### config.mk
export PLATFORM = sky130hd
export DESIGN_NAME = dither_gradient_pixel_shader_top
export DESIGN_NICKNAME = d
export VERILOG_FILES = /design/src/hw/rtl/dgps_pkg.sv /design/src/hw/rtl/dgps_cover.sv /design/src/hw/rtl/dgps_pattern.sv /design/src/hw/rtl/dither_gradient_pixel_shader_top.sv
export SDC_FILE = /design/constraint.sdc
export NUM_CORES = 1
export LEC_CHECK = 0
export BUFFER_PORTS_ARGS = -buffer_cell sky130_fd_sc_hd__buf_2
export CORE_ASPECT_RATIO = 0.75
export CORE_MARGIN = 1.5
export CORE_UTILIZATION = 25
export CTS_BUF_LIST = sky130_fd_sc_hd__clkbuf_4
export DETAILED_ROUTE_END_ITERATION = 6
export MAX_ROUTING_LAYER = met4
export SYNTH_ARGS = -nofsm -noshare
export SYNTH_HDL_FRONTEND = slang
export SYNTH_SLANG_ARGS = --single-unit
export TNS_END_PERCENT = 100
### constraint.sdc
create_clock -name i_clk -period 22.4 [get_ports i_clk]
set_clock_uncertainty 0.15 [all_clocks]
set_input_delay 4.48 -clock i_clk [delete_from_list [all_inputs] [get_ports i_clk]]
set_output_delay 4.48 -clock i_clk [all_outputs]
set_load 0.01 [all_outputs]
### src/hw/rtl/dgps_pkg.sv
// Shared types, register codes, constants and small helper functions for the
// dither gradient pixel shader. Depends on nothing; used by every RTL file.
package dgps_pkg;

    // Register indexes on the configuration write channel.
    localparam int unsigned CFG_IDX_W = 3;
    localparam int unsigned CFG_DATA_W = 10;

    localparam logic [CFG_IDX_W-1:0] CFG_FILL_MODE    = 3'd0;
    localparam logic [CFG_IDX_W-1:0] CFG_RECT_LEFT    = 3'd1;
    localparam logic [CFG_IDX_W-1:0] CFG_RECT_TOP     = 3'd2;
    localparam logic [CFG_IDX_W-1:0] CFG_RECT_WIDTH   = 3'd3;
    localparam logic [CFG_IDX_W-1:0] CFG_RECT_HEIGHT  = 3'd4;
    localparam logic [CFG_IDX_W-1:0] CFG_BASE_COLOR   = 3'd5;
    localparam logic [CFG_IDX_W-1:0] CFG_ACCENT_COLOR = 3'd6;
    localparam logic [CFG_IDX_W-1:0] CFG_ROW_STRIDE   = 3'd7;

    // Fill mode codes.
    localparam logic [4:0] MODE_LAST_FIXED  = 5'd12;
    localparam logic [4:0] MODE_GRAD_TOP    = 5'd13;
    localparam logic [4:0] MODE_GRAD_BOTTOM = 5'd14;
    localparam logic [4:0] MODE_GRAD_LEFT   = 5'd15;
    localparam logic [4:0] MODE_GRAD_RIGHT  = 5'd16;

    // Coverage level codes (0, 10, 20, 25, 30, 40, 50 ... 100 percent).
    localparam logic [3:0] LVL_0    = 4'd0;
    localparam logic [3:0] LVL_10   = 4'd1;
    localparam logic [3:0] LVL_20   = 4'd2;
    localparam logic [3:0] LVL_25   = 4'd3;
    localparam logic [3:0] LVL_30   = 4'd4;
    localparam logic [3:0] LVL_40   = 4'd5;
    localparam logic [3:0] LVL_HALF = 4'd6;
    localparam logic [3:0] LVL_60   = 4'd7;
    localparam logic [3:0] LVL_70   = 4'd8;
    localparam logic [3:0] LVL_75   = 4'd9;
    localparam logic [3:0] LVL_80   = 4'd10;
    localparam logic [3:0] LVL_90   = 4'd11;
    localparam logic [3:0] LVL_FULL = 4'd12;

    // Gradient band geometry.
    localparam int unsigned BANDS_FINE   = 11;
    localparam int unsigned BANDS_COARSE = 5;
    localparam logic [8:0]  FINE_MIN_EXTENT = 9'd55;

    // Default screen limits.
    localparam int unsigned SCREEN_MAX_X_DEF = 143;
    localparam int unsigned SCREEN_MAX_Y_DEF = 167;

    typedef struct packed {
        logic [4:0]        fill_mode;
        logic signed [9:0] rect_left;
        logic signed [9:0] rect_top;
        logic [8:0]        rect_width;
        logic [8:0]        rect_height;
        logic [7:0]        base_color;
        logic [7:0]        accent_color;
        logic [8:0]        row_stride;
    } t_cfg;

    localparam t_cfg CFG_RESET = '{
        fill_mode:    5'd0,
        rect_left:    10'sd0,
        rect_top:     10'sd0,
        rect_width:   9'd0,
        rect_height:  9'd0,
        base_color:   8'd0,
        accent_color: 8'd0,
        row_stride:   9'd144
    };

    // Coverage decision for one pixel: whether it is drawn, at which level,
    // and whether the gradient direction exchanges the two colors.
    typedef struct packed {
        logic       hit;
        logic [3:0] level;
        logic       swap;
    } t_cover;

    // Extent divided by 11, exact for every 9-bit value (reciprocal 745/8192).
    function automatic logic [8:0] div11(input logic [8:0] e);
        logic [18:0] prod;
        prod = 19'(e) * 19'd745;
        return {3'b000, prod[18:13]};
    endfunction

    // Extent divided by 5, exact for extents below the fine threshold
    // (reciprocal 1639/8192).
    function automatic logic [8:0] div5(input logic [8:0] e);
        logic [18:0] prod;
        prod = 19'(e) * 19'd1639;
        return {3'b000, prod[18:13]};
    endfunction

    // Level of band k when the extent is cut into eleven 10% bands.
    function automatic logic [3:0] fine_band_level(input logic [3:0] k);
        logic [3:0] lvl;
        case (k)
            4'd0:    lvl = LVL_0;
            4'd1:    lvl = LVL_10;
            4'd2:    lvl = LVL_20;
            4'd3:    lvl = LVL_30;
            4'd4:    lvl = LVL_40;
            4'd5:    lvl = LVL_HALF;
            4'd6:    lvl = LVL_60;
            4'd7:    lvl = LVL_70;
            4'd8:    lvl = LVL_80;
            4'd9:    lvl = LVL_90;
            4'd10:   lvl = LVL_FULL;
            default: lvl = LVL_0;
        endcase
        return lvl;
    endfunction

    // Level of band k when the extent is cut into five 25% bands.
    function automatic logic [3:0] coarse_band_level(input logic [3:0] k);
        logic [3:0] lvl;
        case (k)
            4'd0:    lvl = LVL_0;
            4'd1:    lvl = LVL_25;
            4'd2:    lvl = LVL_HALF;
            4'd3:    lvl = LVL_75;
            4'd4:    lvl = LVL_FULL;
            default: lvl = LVL_0;
        endcase
        return lvl;
    endfunction

endpackage

### src/hw/rtl/dgps_cover.sv
// Rectangle and gradient band coverage for one pixel coordinate.
// Depends on dgps_pkg.
module dgps_cover (
    input  logic signed [10:0] i_x,
    input  logic signed [10:0] i_y,
    input  dgps_pkg::t_cfg     i_cfg,
    output dgps_pkg::t_cover   o_cover
);
    import dgps_pkg::*;

    logic signed [12:0] x_s, y_s;
    logic signed [12:0] left_s, top_s, right_s, bottom_s;
    logic               in_x, in_y;
    logic               vert, swap, in_cross, fine;
    logic [8:0]         ext;
    logic signed [12:0] org_s, pos_s, d_s;
    logic [8:0]         len;
    logic signed [17:0] d1_s, dlen_s, lo_lim, hi_lim;
    logic signed [17:0] band_ke [BANDS_FINE];
    logic [BANDS_FINE-1:0] band_hit;
    logic [3:0]         sel;
    logic               found;

    assign x_s      = {{2{i_x[10]}}, i_x};
    assign y_s      = {{2{i_y[10]}}, i_y};
    assign left_s   = {{3{i_cfg.rect_left[9]}}, i_cfg.rect_left};
    assign top_s    = {{3{i_cfg.rect_top[9]}}, i_cfg.rect_top};
    assign right_s  = left_s + $signed({4'b0000, i_cfg.rect_width});
    assign bottom_s = top_s + $signed({4'b0000, i_cfg.rect_height});
    assign in_x     = (x_s >= left_s) && (x_s < right_s);
    assign in_y     = (y_s >= top_s) && (y_s < bottom_s);

    assign vert  = (i_cfg.fill_mode == MODE_GRAD_TOP) || (i_cfg.fill_mode == MODE_GRAD_BOTTOM);
    assign swap  = (i_cfg.fill_mode == MODE_GRAD_BOTTOM) || (i_cfg.fill_mode == MODE_GRAD_RIGHT);
    assign ext   = vert ? i_cfg.rect_height : i_cfg.rect_width;
    assign org_s = vert ? top_s : left_s;
    assign pos_s = vert ? y_s : x_s;
    assign in_cross = vert ? in_x : in_y;
    assign fine  = ext >= FINE_MIN_EXTENT;
    assign d_s   = pos_s - org_s;
    assign len   = 9'd1 + (fine ? div11(ext) : div5(ext));

    // Band k covers offset d when floor(k*E/n) <= d < floor(k*E/n) + len.
    // Both sides are compared after scaling by n, so no per-band divide.
    assign d1_s   = {{5{d_s[12]}}, d_s} + 18'sd1;
    assign dlen_s = d1_s - $signed({9'b0, len});
    assign lo_lim = fine ? d1_s * 18'sd11 : d1_s * 18'sd5;
    assign hi_lim = fine ? dlen_s * 18'sd11 : dlen_s * 18'sd5;

    for (genvar k = 0; k < BANDS_FINE; k++) begin : g_band
        logic band_used;
        assign band_used   = fine || (k < BANDS_COARSE);
        assign band_ke[k]  = $signed(18'(ext) * 18'(k));
        assign band_hit[k] = band_used && !d_s[12] && (band_ke[k] < lo_lim)
                             && (hi_lim <= band_ke[k]);
    end

    // The highest covering band wins.
    always_comb begin
        sel   = 4'd0;
        found = 1'b0;
        for (int k = 0; k < BANDS_FINE; k++) begin
            if (band_hit[k]) begin
                sel   = 4'(k);
                found = 1'b1;
            end
        end
    end

    always_comb begin
        o_cover = '0;
        if (i_cfg.fill_mode <= MODE_LAST_FIXED) begin
            o_cover.hit   = in_x && in_y;
            o_cover.level = i_cfg.fill_mode[3:0];
        end else if (i_cfg.fill_mode <= MODE_GRAD_RIGHT) begin
            o_cover.hit   = in_cross && found;
            o_cover.level = fine ? fine_band_level(sel) : coarse_band_level(sel);
            o_cover.swap  = swap;
        end
    end

endmodule

### src/hw/rtl/dgps_pattern.sv
// Ordered-dither pattern lookup: picks one of the two colors for a pixel
// from its coverage level and the low bits of its coordinates. Depends on dgps_pkg.
module dgps_pattern (
    input  logic [3:0] i_level,
    input  logic       i_swap,
    input  logic [7:0] i_base_color,
    input  logic [7:0] i_accent_color,
    input  logic [2:0] i_x3,
    input  logic [2:0] i_y3,
    output logic [7:0] o_color
);
    import dgps_pkg::*;

    logic       upper;
    logic       flip;
    logic [3:0] lvl;
    logic [2:0] xp4, xp2, yp2, yp1, s3;
    logic       second;
    logic [7:0] first_c, second_c;

    // Levels above one half use the mirrored pattern with colors exchanged.
    assign upper = i_level > LVL_HALF;
    assign lvl   = upper ? (LVL_FULL - i_level) : i_level;
    assign flip  = upper ^ i_swap;
    assign first_c  = flip ? i_accent_color : i_base_color;
    assign second_c = flip ? i_base_color : i_accent_color;

    assign xp4 = i_x3 + 3'd4;
    assign xp2 = i_x3 + 3'd2;
    assign yp2 = i_y3 + 3'd2;
    assign yp1 = i_y3 + 3'd1;
    assign s3  = i_x3 + i_y3;

    always_comb begin
        case (lvl)
            LVL_10:   second = (i_x3 == 3'd0 && i_y3[1:0] == 2'd0) ||
                               (xp4 == 3'd0 && yp2[1:0] == 2'd0);
            LVL_20:   second = (i_x3[1:0] == 2'd0 && i_y3[1:0] == 2'd0) ||
                               (xp2[1:0] == 2'd0 && yp2[1:0] == 2'd0);
            LVL_25:   second = (i_x3[1:0] == 2'd0 && !i_y3[0]) ||
                               (xp2[1:0] == 2'd0 && !yp1[0]);
            LVL_30:   second = !s3[0] && (s3[1:0] != 2'd0 || (i_x3[0] && i_y3[0]));
            LVL_40:   second = !s3[0] && (s3 != 3'd0 ||
                               (i_x3[1:0] != 2'd1 && i_y3[1:0] != 2'd3));
            LVL_HALF: second = !s3[0];
            default:  second = 1'b0;
        endcase
    end

    assign o_color = second ? second_c : first_c;

endmodule

### src/hw/rtl/dither_gradient_pixel_shader_top.sv
// Top level of the dither gradient pixel shader: configuration registers,
// input register, screen clip, address multiply and result register.
// Depends on dgps_pkg, dgps_cover and dgps_pattern.
//
//  Channel   Direction  Handshake                      Beat carries
//  pixel     in         start high and busy low        i_pixel_x, i_pixel_y
//  result    out        o_result_valid for one cycle   o_write_enable, o_byte_address,
//                                                      o_pixel_color
//  config    in         i_cfg_valid and o_cfg_ready    i_cfg_index, i_cfg_data
//
// A pixel beat can be taken in every cycle while busy is low. The accepted beat loads the input
// register, and the result register then loads from the coverage, pattern and address
// logic, so the strobe is high once the result register holds the beat.
// The reset is synchronous and active low; busy and o_cfg_ready stay in
// their blocked state for the cycle of reset itself and are released after.
// The result side has no back pressure, so the pipeline never stalls.
// Configuration must only be written while no pixel is in flight.
module dither_gradient_pixel_shader_top #(
    parameter int unsigned SCREEN_MAX_X = dgps_pkg::SCREEN_MAX_X_DEF,
    parameter int unsigned SCREEN_MAX_Y = dgps_pkg::SCREEN_MAX_Y_DEF
) (
    input  logic                               i_clk,
    input  logic                               i_rst_n,
    input  logic                               start,
    output logic                               busy,
    input  logic signed [10:0]                 i_pixel_x,
    input  logic signed [10:0]                 i_pixel_y,
    output logic                               o_result_valid,
    output logic                               o_write_enable,
    output logic [15:0]                        o_byte_address,
    output logic [7:0]                         o_pixel_color,
    input  logic                               i_cfg_valid,
    output logic                               o_cfg_ready,
    input  logic [dgps_pkg::CFG_IDX_W-1:0]     i_cfg_index,
    input  logic [dgps_pkg::CFG_DATA_W-1:0]    i_cfg_data
);
    import dgps_pkg::*;

    localparam logic signed [12:0] MAX_X_S = 13'(SCREEN_MAX_X);
    localparam logic signed [12:0] MAX_Y_S = 13'(SCREEN_MAX_Y);

    logic               r_rst_busy;
    t_cfg               r_cfg;
    logic               in_accept;
    logic               r_in_vld;
    logic signed [10:0] r_x, r_y;

    logic               r_out_vld;
    logic               r_we;
    logic [15:0]        r_addr;
    logic [7:0]         r_color;
    logic               n_we;
    logic [15:0]        n_addr;
    logic [7:0]         n_color;

    logic signed [12:0] x_s, y_s;
    logic               on_screen;
    t_cover             pix_cov;
    logic [7:0]         shade;
    logic [18:0]        addr_full;

    // Held high only across reset so no beat is taken then.
    always_ff @(posedge i_clk) begin
        if (!i_rst_n) begin
            r_rst_busy <= 1'b1;
        end else begin
            r_rst_busy <= 1'b0;
        end
    end

    assign busy        = r_rst_busy;
    assign o_cfg_ready = !r_rst_busy;
    assign in_accept   = start && !busy;

    // Configuration registers. Each write keeps only the bits the register holds.
    always_ff @(posedge i_clk) begin
        if (!i_rst_n) begin
            r_cfg <= CFG_RESET;
        end else if (i_cfg_valid && o_cfg_ready) begin
            case (i_cfg_index)
                CFG_FILL_MODE:    r_cfg.fill_mode    <= i_cfg_data[4:0];
                CFG_RECT_LEFT:    r_cfg.rect_left    <= $signed(i_cfg_data[9:0]);
                CFG_RECT_TOP:     r_cfg.rect_top     <= $signed(i_cfg_data[9:0]);
                CFG_RECT_WIDTH:   r_cfg.rect_width   <= i_cfg_data[8:0];
                CFG_RECT_HEIGHT:  r_cfg.rect_height  <= i_cfg_data[8:0];
                CFG_BASE_COLOR:   r_cfg.base_color   <= i_cfg_data[7:0];
                CFG_ACCENT_COLOR: r_cfg.accent_color <= i_cfg_data[7:0];
                CFG_ROW_STRIDE:   r_cfg.row_stride   <= i_cfg_data[8:0];
                default: begin
                end
            endcase
        end
    end

    // Input register.
    always_ff @(posedge i_clk) begin
        if (!i_rst_n) begin
            r_in_vld <= 1'b0;
        end else begin
            r_in_vld <= in_accept;
        end
    end

    always_ff @(posedge i_clk) begin
        if (in_accept) begin
            r_x <= i_pixel_x;
            r_y <= i_pixel_y;
        end
    end

    // Screen clip on the registered coordinate.
    assign x_s = {{2{r_x[10]}}, r_x};
    assign y_s = {{2{r_y[10]}}, r_y};
    assign on_screen = !r_x[10] && !r_y[10] && (x_s <= MAX_X_S) && (y_s <= MAX_Y_S);

    dgps_cover u_cover (
        .i_x     (r_x),
        .i_y     (r_y),
        .i_cfg   (r_cfg),
        .o_cover (pix_cov)
    );

    dgps_pattern u_pattern (
        .i_level        (pix_cov.level),
        .i_swap         (pix_cov.swap),
        .i_base_color   (r_cfg.base_color),
        .i_accent_color (r_cfg.accent_color),
        .i_x3           (r_x[2:0]),
        .i_y3           (r_y[2:0]),
        .o_color        (shade)
    );

    // Byte address: row times stride plus column, kept modulo 2^16. Only
    // on-screen pixels are written, so both coordinates are nonnegative here.
    assign addr_full = 19'(r_y[9:0]) * 19'(r_cfg.row_stride) + 19'(r_x[9:0]);

    // A pixel that is not written carries zero address and zero color.
    always_comb begin
        n_we    = on_screen && pix_cov.hit;
        n_addr  = n_we ? addr_full[15:0] : 16'd0;
        n_color = n_we ? shade : 8'd0;
    end

    // Result register.
    always_ff @(posedge i_clk) begin
        if (!i_rst_n) begin
            r_out_vld <= 1'b0;
        end else begin
            r_out_vld <= r_in_vld;
        end
    end

    always_ff @(posedge i_clk) begin
        r_we    <= n_we;
        r_addr  <= n_addr;
        r_color <= n_color;
    end

    assign o_result_valid = r_out_vld;
    assign o_write_enable = r_we;
    assign o_byte_address = r_addr;
    assign o_pixel_color  = r_color;

    // Every accepted beat enters the input stage and moves to the output stage.
    a_accept_to_stage: assert property (@(posedge i_clk) disable iff (!i_rst_n)
        in_accept |=> r_in_vld)
        else $error("accepted pixel did not enter the input stage");

    a_stage_to_result: assert property (@(posedge i_clk) disable iff (!i_rst_n)
        r_in_vld |=> o_result_valid)
        else $error("input stage did not produce a result");

    a_no_invented: assert property (@(posedge i_clk) disable iff (!i_rst_n)
        o_result_valid |-> $past(r_in_vld))
        else $error("result strobe without a pixel in the input stage");

    a_unwritten_zero: assert property (@(posedge i_clk) disable iff (!i_rst_n)
        (o_result_valid && !o_write_enable) |->
            (o_byte_address == 16'd0 && o_pixel_color == 8'd0))
        else $error("unwritten pixel carries a nonzero address or color");

    a_ready_after_reset: assert property (@(posedge i_clk) disable iff (!i_rst_n)
        $past(i_rst_n) |-> (!busy && o_cfg_ready))
        else $error("block still blocked after reset release");

endmodule

==> metrics.md <==
| Metric | Value |
|---|---|
| DP HPWL | `~60000 µm` |
| Post-CTS Setup Repair Bufs | `0` |
| Critical path class | `register to register` |
| Worst Tran Pin Value | `1460 ps` |
| Crit path arrival time | `roughly 18000 ps` |
| Vias in the first global route | `approximately 20000` |
| Total Routing Usage GR | `15.1%` |
| RSZ-0062 raised after global routing | `false` |
| Top post-synthesis cells by area | `ha_1 27%, fa_1 12%, dfxtp_1 8.0%` |
| TritonCTS clock tree | `yes` |
| Mapped cell area | `about 24000 µm²` |
| Kind of cell adding the most delay to the critical path | `compound AO/OA/AOI/OAI gates` |
| H-tree levels | `4` |
| Area grow syn2layout | `9.31%` |
| Seq pwr share | `10.8%` |
| Normalized max-slew margin | `1.08%` |
| DRC Markers | `0` |
| Net Sw Power | `1.14 mW` |
| FMAX | `0.0577 GHz` |
| Port bufs | `66` |
| Cts bufs inserted | `17` |
| Post-layout minimum cycle time | `around 17000 ps` |
| Synthesized area per cell | `8.44 µm²` |
| Cell mode on critical path | `a21oi_1` |
| Grt ovf | `0` |
| Worst IR Drop VDD | `between 0.08 and 0.09 mV` |
| Ys Warns | `0` |
| Clock Latency Late Sink | `630 ps` |
| Final WL | `72300 µm` |
| Die H | `271 µm` |
| FFs w/ async S/R, synth | `0%` |
| Max Slew Vio Count | `0` |
| Power Density | `80.5 nW/µm²` |
| DRT Pass-1 Iters | `5` |
| CTS resizes | `0` |
| Initial Utilization | `25.2%` |
| Fin cells | `4151` |
| Violated checks | `max-capacitance violations` |
| Mean number of vias per cell | `4.96` |
| Final hold vios | `0` |
| Per-cell routed wire length | `about 17 µm` |
| Leak Pwr | `12.4 nW` |
| # fillers | `just over 10000` |
| Crit-path max FO | `14` |
| Antenna violations before repair | `3` |
| Clock Power Share | `approximately 8.4%` |
| Placed insts | `4116` |
| Synth Instances | `2835` |
| Top cell type's share of synthesized area | `27.0%` |
| CTS Hold Bufs | `0` |
| Register area share after synthesis | `between 10 and 15%` |
| Status | `complete, but fails checks` |
| CP Buf/Inv Count | `7` |
| DRT antenna net count | `0` |
| Switching fraction of total power | `54.0%` |
| Core area | `95000 µm²` |
| Synth cell count leaders | `517 x ha_1, 361 x inv_1, 203 x nand2_1` |
| Period utilization | `77.4%` |
| Worst setup SP type | `register` |
| Die area | `roughly 98000 µm²` |
| Reg clk slew, reported paths | `about 150 ps` |
| Pin count of the biggest net entering global routing | `around 70` |
| Nets | `3588` |
| Synth Flop Type | `dfxtp_1` |
| DRT iter0 DRCs | `1863` |
| Multi-input gate area | `19800 µm²` |
| Synth Net Count | `3538` |
| Die Wd | `approximately 360 µm` |
| Number of max-cap violations | `1` |
| Hold Crit Class | `register to register` |
| Placer Congestion | `between 0.9 and 1` |
| Routed vias | `20600` |
| CP endpoint kind | `register` |
| Clock root cell | `clkbuf_4` |
| Register area | `2580 µm²` |
| FP Rows | `98` |
| Critical path's slowest cell | `o41ai_1` |
| Clk sinks | `118` |
| First-pass GRT wire length | `roughly 110000 µm` |
| I/O pin total | `67` |
| Synth area leader | `ha_1` |
| Setup TNS | `0 ps` |
| Pint | `~0.97 mW` |
| Layout Utilization | `between 20% and 30%` |
| Most common cell in the netlist | `ha_1` |
| Count of cell types in the netlist | `102` |
| Setup-failing EPs final | `0` |
| Share of layout cells above drive strength 1 | `under 10%` |
| Comb power frac | `about 81%` |
| Critical Path RT | `22800 ps` |
| Number of flops mapped to enable cells by yosys | `22` |
| Synth Register Bits | `118` |
| CTS Buffer Depth | `2` |
| Crit-path max cell delay | `about 1200 ps` |
| Worst Hold Slack | `roughly 300 ps` |
-- layout make-up --
type	count	share of cell area, %
well taps	1250	5.98
flip-flops and latches	118	9.87
clock inverters	15	0.694
inverters	364	5.22
clock buffers	17	0.488
repair buffers	98	2.18
diodes	3	0.0287
multi-input cells	2286	75.5
-- final timing paths --
| kind | to | slack (ps) | startpoint | depth (start not counted) |
|---|---|---|---|---|
| max | o_pixel_color[3]$_SDFF_PN0_ | 5070 | r_cfg[63]$_SDFFE_PN0P_ | 64 |
| min | o_pixel_color[4]$_SDFF_PN0_ | 300 | r_cfg[21]$_SDFFE_PN0P_ | 2 |
| max reg2reg | o_pixel_color[3]$_SDFF_PN0_ | 5070 | r_cfg[63]$_SDFFE_PN0P_ | 64 |
| min reg2reg | o_pixel_color[4]$_SDFF_PN0_ | 300 | r_cfg[21]$_SDFFE_PN0P_ | 2 |
-- kinds of logic after synthesis --
kind of cell | synth area share (%)
adders and majority gates | 39.4
muxes | 4.55
AOI/OAI and AO/OA | 17.4
DFF | 10.8
buffers and inverters | 6.84
and+or+nand+nor | 15.7
xor gates and xnor gates | 5.28
-- worst register-to-register path, delay by kind of cell, from the launching register on --
family | cells | cell delay (ps)
AO/OA/AOI/OAI | 24 | 6420
adder cells (fa/ha/maj) | 11 | 4100
AND/OR/NAND/NOR | 15 | 2540
XOR/XNOR | 5 | 1410
multiplexers | 2 | 1100
buffers and inverters | 7 | 1060
flip-flops | 1 | 530
-- cells in the final DEF (no fill, tap or decap), drive strengths merged, types with 10 or more instances in the layout --
master / Yosys / layout
nand3: 41 / 41
a211oi: 20 / 20
buf: 14 / 98
nor4: 17 / 17
o31ai: 12 / 12
dfxtp: 96 / 96
xor2: 41 / 41
a21boi: 14 / 14
nor2b: 44 / 44
and2: 58 / 58
and3: 18 / 18
o21a: 42 / 42
nand2: 205 / 205
a31o: 10 / 10
a31oi: 22 / 22
nor2: 169 / 169
mux2: 15 / 15
edfxtp: 22 / 22
inv: 362 / 372
nand2b: 39 / 39
nor3: 59 / 59
o211ai: 10 / 10
mux2i: 92 / 92
a21oi: 173 / 173
o21ai: 130 / 130
fa: 147 / 147
a21o: 74 / 74
ha: 517 / 517
o21bai: 32 / 32
clkbuf: 53 / 17
xnor2: 101 / 101
nand4: 39 / 39
nor3b: 10 / 10
-- power groups by stage --
stage	registers, mW	logic (mW)	clock network (mW)
final	0.227	1.70	0.178
after global placement	0.232	1.64	0
after CTS	0.227	1.66	0.184
after detailed placement	0.232	1.65	0
after floorplan	0.227	1.18	0
after global routing	0.228	1.90	0.191
-- per-stage QoR --
stage / instance area, µm² / power [mW] / setup slack [ps]
after global routing: 26200 / 2.32 / 3850
after global placement: 25800 / 1.87 / 5610
after CTS: 26100 / 2.07 / 5270
after floorplan: 23900 / 1.40 / 7350
after detailed placement: 25800 / 1.88 / 5360
final: 26200 / 2.11 / 5070
-- flip-flops by register name, summed over array words and instances, names as in the netlist --
register / cells
r_cfg: 68
o_byte_address: 16
r_in_vld: 1
r_x: 11
busy: 1
o_write_enable: 1
r_y: 11
o_pixel_color: 8
o_result_valid: 1
-- layer usage --
metal	vias to the layer above	global-route usage (%)	part of all wire, %
met1	9819	23.2	53
met5	-	-	0
met3	57	2.62	7.8
met4	0	2.17	1.0
li1	10100	-	-
met2	635	20.3	38
Note: power is estimated with default switching activity, not from simulation.
